File: src/hdl/epd_pkg.sv
package epd_pkg;

    localparam int CFG_IDX_W = 3;
    localparam int MUL_W     = 33;
    localparam int PROD_W    = 64;
    localparam int DIVD_W    = 64;
    localparam int DIVS_W    = 16;

    localparam logic [1:0] ACT_TICK  = 2'd0;
    localparam logic [1:0] ACT_STOP  = 2'd1;
    localparam logic [1:0] ACT_RESET = 2'd2;

    localparam logic [CFG_IDX_W-1:0] CFG_GAIN_P   = 3'd0;
    localparam logic [CFG_IDX_W-1:0] CFG_GAIN_I   = 3'd1;
    localparam logic [CFG_IDX_W-1:0] CFG_GAIN_D   = 3'd2;
    localparam logic [CFG_IDX_W-1:0] CFG_TARGET   = 3'd3;
    localparam logic [CFG_IDX_W-1:0] CFG_CPR      = 3'd4;
    localparam logic [CFG_IDX_W-1:0] CFG_ENABLE   = 3'd5;

    localparam int unsigned DUTY_SCALE_DEF = 500;
    localparam logic [16:0] DEG_SCALE      = 17'd92160;
    localparam logic [10:0] TS_Q16         = 11'd1966;
    localparam logic [17:0] DIV3_RECIP     = 18'd174763;
    localparam logic [1:0]  DIV3_LAST      = 2'd3;
    localparam logic [8:0]  DUTY_MAX       = 9'd511;
    localparam logic signed [31:0] DRIVE_ONE = 32'sd65536;
    localparam logic [62:0] TERM_LIMIT     = 63'h1000_0000_0000_0000;

    typedef struct packed {
        logic [1:0]         action;
        logic signed [15:0] encoder_delta;
    } t_in_item;

    typedef struct packed {
        logic signed [31:0] position_deg;
        logic signed [31:0] control_value;
        logic [8:0]         forward_duty;
        logic [8:0]         reverse_duty;
    } t_out_item;

    typedef struct packed {
        logic busy;
        logic done;
    } t_div_stat;

    typedef enum logic [4:0] {
        S_IDLE,
        S_MAG,
        S_DEG_MUL,
        S_DEG_DIV,
        S_DEG_WAIT,
        S_ERR,
        S_TS_MUL,
        S_INTEG,
        S_P_TERM,
        S_D_TERM,
        S_I_HI,
        S_I_LO,
        S_D_WAIT,
        S_SUM_PI,
        S_SUM_D,
        S_CTRL,
        S_DUTY,
        S_DUTY_MUL,
        S_DUTY_SAT,
        S_OUT
    } t_state;

endpackage

File: src/hdl/epd_mul.sv
module epd_mul (
    input  logic                                i_clk,
    input  logic signed [epd_pkg::MUL_W-1:0]    i_a,
    input  logic signed [epd_pkg::MUL_W-1:0]    i_b,
    output logic signed [epd_pkg::PROD_W-1:0]   o_prod
);

    logic signed [2*epd_pkg::MUL_W-1:0] n_prod;
    logic signed [epd_pkg::PROD_W-1:0]  r_prod;

    assign n_prod = i_a * i_b;

    always_ff @(posedge i_clk) begin
        r_prod <= n_prod[epd_pkg::PROD_W-1:0];
    end

    assign o_prod = r_prod;

endmodule

File: config.mk
export PLATFORM = sky130hd
export DESIGN_NAME = epd_mul
export DESIGN_NICKNAME = d
export VERILOG_FILES = /design/src/hdl/epd_pkg.sv /design/src/hdl/epd_mul.sv
export SDC_FILE = /design/constraint.sdc
export NUM_CORES = 2
export LEC_CHECK = 0
export ABC_AREA = 1
export BUFFER_PORTS_ARGS = -buffer_cell sky130_fd_sc_hd__buf_2
export CAP_MARGIN = 20
export CORE_MARGIN = 2
export CORE_UTILIZATION = 69
export DETAILED_ROUTE_END_ITERATION = 10
export PLACE_DENSITY_LB_ADDON = 0.25
export RECOVER_POWER = 50
export SLEW_MARGIN = 10
export SYNTH_ARGS = -nofsm -noshare
export SYNTH_HDL_FRONTEND = slang
export SYNTH_SLANG_ARGS = --single-unit
File: constraint.sdc
create_clock -name i_clk -period 13.32 [get_ports i_clk]
set_input_delay 0 -clock i_clk [delete_from_list [all_inputs] [get_ports i_clk]]
set_output_delay 0 -clock i_clk [all_outputs]
set_load 0.05 [all_outputs]
Word-level counts from Yosys, hierarchy flattened
Index checks and enable logic that the tools add are counted.
W data, S select, Z words.

storage, ports and cells
  register bits after elaboration = 64
  bits of input ports = 67
  output and inout port bits = 64
  word-level logic and storage cells = 2

operators by class
  multipliers = 1

operators with widths
  kind              number
  $mul A33 B33 Y64  1

Logic depth before layout (Yosys ltp)
  depth in word-level cells = 1
  mapped depth = 32

Worst setup path before layout
OpenSTA, ideal clock, no wires.

  path type = input to register
  start = in i_a[32] (netlist bit)
  end = reg r_prod (netlist bit o_prod[50])
  setup time = 0.113 ns
  arrival = 6.849 ns
  slack = 6.358 ns
  cell stages on the path = 26
  path through = clkbuf_1 > clkbuf_1 > nand2_1 > inv_1 > fa_1 > fa_1 > fa_1 > inv_1 > fa_1 > inv_1 > fa_1 > fa_1 > fa_1 > inv_1 > fa_1 > inv_1 > ha_1 > nand2_1 > nor2_1 > inv_1 > nor3_2 > nand2_1 > nor3_2 > nand2_1 > nand4_1 > nand2_1

on the way
  longest elaborated chain between the ends = 1

RTL lines
  item                  line           source
  from (decl)           epd_mul.sv:3   input logic signed [epd_pkg::MUL_W-1:0] i_a,
  $mul A33 B33 Y64      epd_mul.sv:11  assign n_prod = i_a * i_b;
  net n_prod, one bit   epd_mul.sv:8   logic signed [2*epd_pkg::MUL_W-1:0] n_prod;
  to (signal assigned)  epd_mul.sv:14  r_prod <= n_prod[epd_pkg::PROD_W-1:0];
  to (decl)             epd_mul.sv:9   logic signed [epd_pkg::PROD_W-1:0] r_prod;

The timed path passes the listed nets, and every way through them passes these cells.

Worst setup path after layout
  start = in i_b[0] (netlist bit)
  end = reg r_prod (netlist bit o_prod[56])

on the way
  longest elaborated chain between the ends = 1

RTL lines
  item                 line           source
  from (decl)          epd_mul.sv:4   input logic signed [epd_pkg::MUL_W-1:0] i_b,
  $mul A33 B33 Y64     epd_mul.sv:11
  net n_prod, one bit  epd_mul.sv:8

The timed path passes the listed nets, and every way through them passes these cells.

==> results.ini <==
[status]
outcome=finished, violations left
violations=capacitance limit, slew limit

[synth]
yosys.cell_types.count=32
synth_area_per_cell_um2=7.86
yosysSeqAreaShare=0.0305
ys_dominant_reg_cell=dfxtp_1
ys_seq_elements=64
ys_async_sr_fraction=0
synthCells=5349
synth_edf_count=0
synth_nets=6753
synth_warnings=0
syn_area_um2=42000

[final_layout]
area_growth_pct=2.29
num-fill-cells=4792
stdcell_area_um2=43000
layout_common_cells=1799 x inv_1, 1431 x nand2_1, 1125 x fa_1
drive_gt1_frac=0.0282
largest_reg_flops=64
final_common_cell=inv_1
instances_no_fill=6031
num-nets-final=6643
multiInputGateArea_um2=33000
seq_area_um2=1280

[cts]
cts-resized-gates=0
clkTransAtPathRegs_ps=60
cts_made_buffers=9
cts.path.max_buffers=2
clock_sinks=64
cts_setup_buffers=0
tritoncts=done
clock-root-buffer=clkbuf_16
htree_levels=3
hold_buffers=0

[floorplanning]
ios=131
start_util=0.698
core_um2=60200
die_h_um=251
die-area_um2=62900
die_w_um=251
rows=90

[timing]
rsz0062_at_grt=false
fin_setup_tns_ps=0
tightestPinTransition_ps=2040
hold_viol_final=0
fin_crit_sh=0.586
finalSetupViolCount=0
slew_headroom=-0.363
finalCriticalPeriod_ps=7800
drv_slew=34
max_freq_mhz=128

[worst_setup_path]
cp_max_fo=33
critPathKind=in2reg
cp_data_arrival_time_ps=8050
worstPathRequired_ps=13570
crit_end=o_prod[56]
cp-end-kind=register
crit_path_start_kind=primary input
worstSetupStartpoint=i_b[0]

[detailed_routing]
drtAntennaViolNets=0
dr.pass1.iters=6
drc=0
drt-initial-drc-count=2849
vias=32592
wl_per_cell_um=18.5
drt-total-wl_um=112000
via_per_inst=5.40

[place]
finalWeightedCongestion=1.01
dp_hpwl_um=94900
placedCellCount=6009
placed_area_um2=42800
portBuffers=130

[worst_hold_path]
hold_class=in2reg

[grt]
gr-total-overflow=0
grt_max_degree=36
grt_usage=0.378
grt_first_pass_wirelength_um=183000
grt_pass1_vias=34633
antenna_found_initial=4

[job]
maxCapViolCount=1

-- worst max-delay path, stage by stage --
cell and delay [ps]:
buf_2 570, nand2_1 200, inv_1 180, fa_1 500, fa_1 560, fa_1 910
inv_1 310, fa_1 830, inv_1 360, fa_1 550, fa_1 500, fa_1 490
inv_1 50, fa_1 470, inv_1 40, ha_1 430, nand2_1 160, nor2_1 190
inv_1 100, nor2_1 150, nand2_1 90, nor3_1 140, nand2_1 100, nand4_1 90
nand2_1 60
-- synthesized netlist by cell type, types with 2 or more instances --
cell type | number | share of area
a21o_1 | 5 | 0.00089
a21oi_1 | 75 | 0.0089
buf_2 | 2 | 0.00024
clkbuf_1 | 261 | 0.023
dfxtp_1 | 64 | 0.030
fa_1 | 1125 | 0.54
ha_1 | 212 | 0.063
inv_1 | 1799 | 0.16
nand2_1 | 1431 | 0.13
nand2_2 | 14 | 0.0021
nand3_1 | 66 | 0.0079
nand3_2 | 6 | 0.0014
nand3b_1 | 2 | 0.00036
nand4_1 | 20 | 0.0030
nor2_1 | 129 | 0.012
nor2_2 | 17 | 0.0025
nor2_4 | 2 | 0.00054
nor3_1 | 6 | 0.00071
nor3_2 | 4 | 0.00095
o21ai_0 | 35 | 0.0042
o21ai_1 | 7 | 0.00083
o21bai_1 | 18 | 0.0032
or2_2 | 6 | 0.00089
xnor2_1 | 5 | 0.0010
xor2_1 | 31 | 0.0065
-- through the flow --
step                setup WS (ps)  hold WS (ps)   util
CTS                          5520           253  0.714
global placement             5320           469  0.710
global route                 5010           286  0.714
detailed placement           5170           469  0.710
finish                       5520           288  0.714
floorplan                    6360           264      -
-- cell type report --
type | count | area share
multi-input combinational | 3222 | 0.768
inverter | 1800 | 0.157
sequential | 64 | 0.0298
tap | 782 | 0.0228
timing repair buffer | 142 | 0.0159
clock buffer | 10 | 0.00556
clock inverter | 6 | 0.000989
antenna | 5 | 0.000291
-- routing by layer --
layer  vias to the layer above  GRT usage  routed length [um]
met3                       272     0.0880               11800
met4                         0      0.117                3950
met2                      1701      0.607               52100
met1                     16323      0.519               43700
met5                         -          0                   0
li1                      14296          -                   -
-- cells by family (layout without fill, tap and decap cells) --
group                    after synthesis  in the layout  share of synthesized area
AND/OR/NAND/NOR                     1706           1706                      0.160
adder cells (fa/ha/maj)             1337           1337                      0.599
XOR/XNOR                              36             36                    0.00750
AO/OA/AOI/OAI                        143            143                     0.0186
buffers and inverters               2063           1958                      0.184
other                                  0              5                          0
flip-flops                            64             64                     0.0305
-- worst min path at each step --
| stage | from | to | slack (ps) | cells after the start |
|---|---|---|---|---|
| floorplan | i_a[0] | o_prod[0] | 260 | 3 |
| global placement | o_prod[2] | o_prod[2] | 470 | 1 |
| detailed placement | o_prod[35] | o_prod[35] | 470 | 1 |
| CTS | i_b[0] | o_prod[0] | 250 | 3 |
| global route | i_b[0] | o_prod[0] | 290 | 3 |
| finish | i_b[0] | o_prod[0] | 290 | 3 |
Power is not shown: default switching activity piles up to over one toggle a cycle in this logic, so the estimate is an artifact.
