--- src/hdl/epd_pkg.sv ---
package epd_pkg;

    localparam int CFG_IDX_W = 3;
    localparam int MUL_W     = 33;
    localparam int PROD_W    = 64;
    localparam int DIVD_W    = 64;
    localparam int DIVS_W    = 16;

    localparam logic [1:0] ACT_TICK  = 2'd0;
    localparam logic [1:0] ACT_STOP  = 2'd1;
    localparam logic [1:0] ACT_RESET = 2'd2;

    localparam logic [CFG_IDX_W-1:0] CFG_GAIN_P   = 3'd0;
    localparam logic [CFG_IDX_W-1:0] CFG_GAIN_I   = 3'd1;
    localparam logic [CFG_IDX_W-1:0] CFG_GAIN_D   = 3'd2;
    localparam logic [CFG_IDX_W-1:0] CFG_TARGET   = 3'd3;
    localparam logic [CFG_IDX_W-1:0] CFG_CPR      = 3'd4;
    localparam logic [CFG_IDX_W-1:0] CFG_ENABLE   = 3'd5;

    localparam int unsigned DUTY_SCALE_DEF = 500;
    localparam logic [16:0] DEG_SCALE      = 17'd92160;
    localparam logic [10:0] TS_Q16         = 11'd1966;
    localparam logic [17:0] DIV3_RECIP     = 18'd174763;
    localparam logic [1:0]  DIV3_LAST      = 2'd3;
    localparam logic [8:0]  DUTY_MAX       = 9'd511;
    localparam logic signed [31:0] DRIVE_ONE = 32'sd65536;
    localparam logic [62:0] TERM_LIMIT     = 63'h1000_0000_0000_0000;

    typedef struct packed {
        logic [1:0]         action;
        logic signed [15:0] encoder_delta;
    } t_in_item;

    typedef struct packed {
        logic signed [31:0] position_deg;
        logic signed [31:0] control_value;
        logic [8:0]         forward_duty;
        logic [8:0]         reverse_duty;
    } t_out_item;

    typedef struct packed {
        logic busy;
        logic done;
    } t_div_stat;

    typedef enum logic [4:0] {
        S_IDLE,
        S_MAG,
        S_DEG_MUL,
        S_DEG_DIV,
        S_DEG_WAIT,
        S_ERR,
        S_TS_MUL,
        S_INTEG,
        S_P_TERM,
        S_D_TERM,
        S_I_HI,
        S_I_LO,
        S_D_WAIT,
        S_SUM_PI,
        S_SUM_D,
        S_CTRL,
        S_DUTY,
        S_DUTY_MUL,
        S_DUTY_SAT,
        S_OUT
    } t_state;

endpackage

--- src/hdl/epd_div.sv ---
module epd_div (
    input  logic                               i_clk,
    input  logic                               i_rst_n,
    input  logic                               i_start,
    input  logic [epd_pkg::DIVD_W-1:0]         i_dividend,
    input  logic [epd_pkg::DIVS_W-1:0]         i_divisor,
    output epd_pkg::t_div_stat                 o_stat,
    output logic [epd_pkg::DIVD_W-1:0]         o_quotient
);

    localparam int CNT_W = $clog2(epd_pkg::DIVD_W);

    logic [epd_pkg::DIVD_W-1:0] r_quo;
    logic [epd_pkg::DIVS_W-1:0] r_rem;
    logic [epd_pkg::DIVS_W-1:0] r_dvs;
    logic [CNT_W-1:0]           r_cnt;
    logic                       r_busy;
    logic                       r_done;
    logic [epd_pkg::DIVS_W:0]   rem_sh;
    logic [epd_pkg::DIVS_W:0]   rem_sub;
    logic                       rem_ge;

    assign rem_sh  = {r_rem, r_quo[epd_pkg::DIVD_W-1]};
    assign rem_ge  = rem_sh >= {1'b0, r_dvs};
    assign rem_sub = rem_sh - {1'b0, r_dvs};

    always_ff @(posedge i_clk) begin
        if (!i_rst_n) begin
            r_busy <= 1'b0;
            r_done <= 1'b0;
            r_cnt  <= '0;
        end else begin
            r_done <= 1'b0;
            if (i_start && !r_busy) begin
                r_busy <= 1'b1;
                r_cnt  <= CNT_W'(epd_pkg::DIVD_W - 1);
            end else if (r_busy) begin
                r_cnt <= r_cnt - 1'b1;
                if (r_cnt == '0) begin
                    r_busy <= 1'b0;
                    r_done <= 1'b1;
                end
            end
        end
    end

    always_ff @(posedge i_clk) begin
        if (i_start && !r_busy) begin
            r_quo <= i_dividend;
            r_rem <= '0;
            r_dvs <= i_divisor;
        end else if (r_busy) begin
            r_quo <= {r_quo[epd_pkg::DIVD_W-2:0], rem_ge};
            r_rem <= rem_ge ? rem_sub[epd_pkg::DIVS_W-1:0] : rem_sh[epd_pkg::DIVS_W-1:0];
        end
    end

    assign o_stat.busy  = r_busy;
    assign o_stat.done  = r_done;
    assign o_quotient   = r_quo;

endmodule

--- config.mk ---
export PLATFORM = sky130hd
export DESIGN_NAME = epd_div
export DESIGN_NICKNAME = d
export VERILOG_FILES = /design/src/hdl/epd_pkg.sv /design/src/hdl/epd_div.sv
export SDC_FILE = /design/constraint.sdc
export NUM_CORES = 1
export LEC_CHECK = 0
export BUFFER_PORTS_ARGS = -buffer_cell sky130_fd_sc_hd__buf_2
export CAP_MARGIN = 20
export CORE_MARGIN = 1.5
export CORE_UTILIZATION = 40
export CTS_CLUSTER_DIAMETER = 60
export DETAILED_ROUTE_END_ITERATION = 16
export PLACE_DENSITY_LB_ADDON = 0.25
export SLEW_MARGIN = 20
export SYNTH_ARGS = -nofsm -noshare
export SYNTH_HDL_FRONTEND = slang
export SYNTH_SLANG_ARGS = --single-unit
--- constraint.sdc ---
create_clock -name i_clk -period 2.4 [get_ports i_clk]
set_clock_uncertainty 0.15 [all_clocks]
set_input_delay 0.12 -clock i_clk [delete_from_list [all_inputs] [get_ports i_clk]]
set_output_delay 0.12 -clock i_clk [all_outputs]
set_load 0.005 [all_outputs]
# Word level (Yosys, flattened, before mapping)
# Cells that the tools add are included.
[op_classes] add_sub_neg=2 bitwise=2 n_mux=9 reduce_logical=5 magnitude_cmp=1
[ops] operator="$mux W64" count=2
[ops] operator="$ge A17 B16 Y1" count=1
[ops] operator="$mux W16" count=1
[ops] operator="$sub A16 B16 Y16" count=1
[ops] operator="$mux W6" count=2
[ops] operator="$logic_not A6 Y1" count=1
[ops] operator="$sub A6 B1 Y6 const B" count=1
[ops] operator="$mux W1" count=4
[ops] operator="$reduce_or A3 Y1" count=1
[ops] operator="$not A1 Y1" count=2
[ops] operator="$reduce_bool A2 Y1" count=1
[ops] operator="$logic_and A1 B1 Y1" count=1
[ops] operator="$logic_not A1 Y1" count=1
[totals] inputBits=83 register_bits=104 word_cells=25 out_inout_bits=66

# Depth between registers and ports, before layout
[logic_depth] ltp_word=4 depth_mapped=13 depth_no_buf=11

# Worst setup path before layout
# No wires, ideal clock.
[synth_path] path_kind="register -> register" from="register r_dvs[1] in the netlist's numbering" to="register r_quo, in the netlist o_quotient[0] (data pin)" t_required_ns=1.990 setup_time_ns=0.260 arrival_time_ns=2.212 path_buffers=2 path_stages_with_launch=12 synth_period_minus_slack_ns=2.622 path_slack_ns=-0.222 cell_sequence="edfxtp_1 inv_1 ha_1 nor2b_4 o2111ai_1 a21oi_2 nor3_4 o21ai_1 a41o_1 buf_6 buf_6 mux2_2"
[synth_via] elab_chain_cells=3
[synth_rtl] item="start, declared" line="epd_div.sv:15" source="logic [epd_pkg::DIVS_W-1:0] r_dvs;"
[synth_rtl] item="start signal, assigned" line="epd_div.sv:51" source="r_dvs <= i_divisor;"
[synth_rtl] item="$ge A17 B16 Y1" line="epd_div.sv:24" source="assign rem_ge = rem_sh >= {1'b0, r_dvs};"
[synth_rtl] item="$mux W64" line="epd_div.sv:52" source="end else if (r_busy) begin"
[synth_rtl] item="$mux W64" line="epd_div.sv:48" source="if (i_start && !r_busy) begin"
[synth_rtl] item="end signal, assigned" line="epd_div.sv:49" source="r_quo <= i_dividend;"
[synth_rtl] item="end signal, assigned" line="epd_div.sv:53" source="r_quo <= {r_quo[epd_pkg::DIVD_W-2:0], rem_ge};"
[synth_rtl] item="end, declared" line="epd_div.sv:13" source="logic [epd_pkg::DIVD_W-1:0] r_quo;"
# No other way between the ends. The select of a mux whose other input is x is not followed.
# A chain may end at the register's enable or synchronous reset.

# Final worst setup path
[layout_path] from="register r_dvs[8] in the netlist's numbering" to="register r_rem[12] in the netlist's numbering"
[layout_via] elab_chain_cells=2 elab_cells_between_ends=3 cone_classes="add/sub (1); order compare (1); mux (1)"
[layout_rtl] item="$sub A16 B16 Y16 / $ge A17 B16 Y1 (equally long branches)" line="epd_div.sv:25, epd_div.sv:24"
[layout_rtl] item="$mux W16 *" line="epd_div.sv:54" source="r_rem <= rem_ge ? rem_sub[epd_pkg::DIVS_W-1:0] : rem_sh[epd_pkg::DIVS_W-1:0];"
[layout_rtl] item="end signal, assigned" line="epd_div.sv:54"
[layout_rtl] item="end, declared" line="epd_div.sv:14" source="logic [epd_pkg::DIVS_W-1:0] r_rem;"
# Mark *: on every way between the ends. The rest lies on a longest branch, timed or not.

==> results.ini <==
[run_status]
outcome = finished with violations
violations = setup timing

[place]
hpwlAfterDp_mm = 7.89
io_buffers = 148
gp_congestion = 0.800
dp_cells = 712

[logic_synthesis]
synthSimpleGateAreaFrac = 0.0562
ys_seq_area_frac = 0.578
ys_async_sr_fraction = 0
netlist_area_sq_um = 4980
synth.area.mux_share = 0.175
synthFlopType = edfxtp_1
synthDistinctLibCells = 46
ys_ff_latch = 104
synthXorXnorAreaFrac = 0.0228
synth_fa_ha_area_frac = 0.0492
syn_inst = 372
synth-warning-count = 0
synth_top_family_by_area = multiplexers
synth_edf_count = 80
syn_nets = 474
syn_area_per_cell_sq_um = 13.4
synth_compound_area_frac = 0.0818

[clock_network]
clock_path_buffers = 2
cts_sinks = 104
clk_pin_slew_worst_paths_ns = 0.08
clk_latency_ns = 0.36
cts_tree = built
htreeDepth = 3
cts-root-buf = clkbuf_16
cts_made_buffers = 9

[cells_and_area]
final_common_cell = buf_2
drive_gt1_frac = 0.495
nFillCells = 875
finalNetCount = 749
syn2layout_area_growth_pct = 53.1
diodes = 0
stdcell_count = 820
final_cell_mix = buf_2 (148), dlygate4sd3_1 (83), edfxtp_1 (80)

[floorplanning]
die_y_um = 115
ios = 149
initial_core_util = 0.413
die_x_um = 115
coreArea_sq_um = 12100
rows = 40
dieArea_sq_um = 13100

[sta]
finalWorstSetupSlack_ns = -0.0886
min_period_ns = 2.49
fin_crit_sh = 1.04
rsz0062_at_grt = true
slew_headroom = 0.379
finalSetupViolations = 12
worstMarginPinSlew_ns = 0.930
max_clock_freq_ghz = 0.402
slew_violations = 0
hold_viol_final = 0

[drt]
vias_per_cell = 4.86
vias = 3987
drc = 0
wl_mm = 12.8
initialDrtViolationCount = 117
dr.pass1.iters = 4
antenna_left = 0
routedWlPerCell_um = 15.5

[hold_path]
hold_path_class = primary input to register
whs_path_depth = 2

[critical_path]
cp_data_arrival_time_ns = 2.57
required_ns = 2.48
path_class = register to register
cp_max_fo = 8
crit_path_end_kind = register
cp-start-kind = register
rr_worst_depth = 9

[global_routing]
grt_pass1_wl_mm = 20.1
track_usage = 0.200
grt_pass1_vias = 4111
gr-total-overflow = 0
grt_max_degree = 66
antenna_found_initial = 0

[pwr]
max-vdd-ir-drop_uv = 625
leakagePower_nw = 3.15
power_w = 0.00666
power_density_nw_per_um2 = 873

[run]
max-cap-violations = 0

sequential cells by signal (all words and copies together), names as in the netlist:
name and cells:
r_cnt 6, r_rem 16, o_quotient 64, r_done 1, r_busy 1, r_dvs 16
synth_stat cells (3+ instances only):
cell | n | area share
mux2i_1 | 12 | 0.024
o21a_1 | 3 | 0.0045
xor2_1 | 5 | 0.0088
o31ai_1 | 3 | 0.0045
dfxtp_1 | 24 | 0.096
buf_6 | 3 | 0.0068
a22o_1 | 4 | 0.0070
clkbuf_1 | 5 | 0.0038
nand4_1 | 3 | 0.0038
xnor2_1 | 8 | 0.014
a21o_1 | 3 | 0.0045
nor2b_1 | 3 | 0.0038
nor3_1 | 5 | 0.0050
a21oi_1 | 13 | 0.013
buf_1 | 4 | 0.0030
mux2_2 | 64 | 0.14
o21ai_0 | 11 | 0.011
edfxtp_1 | 80 | 0.48
a211oi_1 | 7 | 0.011
ha_1 | 18 | 0.045
inv_1 | 24 | 0.018
nor2_1 | 11 | 0.0083
o21ai_1 | 7 | 0.0070
nand2_1 | 22 | 0.017
worst max-delay path, stage by stage (launching register included):
cell and delay, ns:
edfxtp_1 0.35, inv_2 0.05, ha_4 0.27, nand4_1 0.15
or4_4 0.51, o21ai_2 0.08, a41o_4 0.31, buf_8 0.17
mux2i_2 0.22, o21ai_1 0.09
report_power, final:
group | internal, W | total, W | leakage, nW | switching (W)
combinational | 0.00153 | 0.00270 | 2.02 | 0.00117
sequential | 0.00230 | 0.00252 | 0.993 | 0.000216
clock | 0.000726 | 0.00145 | 0.141 | 0.000720
total | 0.00455 | 0.00666 | 3.15 | 0.00211
stage by stage:
step           setup WS (ns)  area, sq um  TNS, ns  hold WS [ns]   util
2_1_floorplan         -0.122         5050   -0.214        0.0689      -
3_3_place_gp          -0.194         6230    -2.66         0.149  0.516
3_5_place_dp          -0.252         6230    -3.36         0.148  0.516
4_1_cts              -0.0625         7590   -0.286         0.301  0.630
5_1_grt               -0.156         7630    -1.54         0.301  0.632
6_report             -0.0886         7630   -0.495         0.319  0.632
cell families (layout without fill, tap and decap cells):
group | Yosys count | count (layout)
buffers and inverters | 40 | 320
flip-flops | 104 | 104
multiplexers | 78 | 78
adder cells (fa/ha/maj) | 19 | 19
XOR/XNOR | 13 | 13
AND/OR/NAND/NOR | 55 | 55
AO/OA/AOI/OAI | 63 | 63
cell type report:
type	instances	area [sq um]	share of cell area
well taps	168	210	0.0276
inverters	24	93.8	0.0123
flip-flops and latches	104	2880	0.378
multi-input cells	228	2170	0.284
clock buffers	9	225	0.0295
clock inverters	7	66.3	0.00869
repair buffers	280	1980	0.259
routing by layer:
layer	GRT usage	part of all wire	up-vias
li1	-	-	1937
met1	0.235	0.41	1899
met2	0.340	0.50	130
met3	0.0731	0.070	21
met4	0.0692	0.016	0
met5	0	0	-
final timing paths:
| kind | slack (ns) | from | end |
|---|---|---|---|
| setup / recovery | -0.09 | r_dvs[8] | r_rem[12] |
| hold / removal | 0.32 | i_divisor[11] | r_dvs[11] |
| setup reg to reg | -0.09 | r_dvs[8] | r_rem[12] |
| hold reg to reg | 0.33 | r_rem[15] | r_rem[15] |
timing repair:
item / 4_1_cts / 5_1_grt
pin swaps: 11 / 12
resized for setup: 31 / 10
setup endpoints to repair: 17 / 17
hold buffers: 83 / 0
hold endpoints to repair: 87 / 0
buffers inserted: 9 / 2
Note: power is estimated with default switching activity, not from simulation.
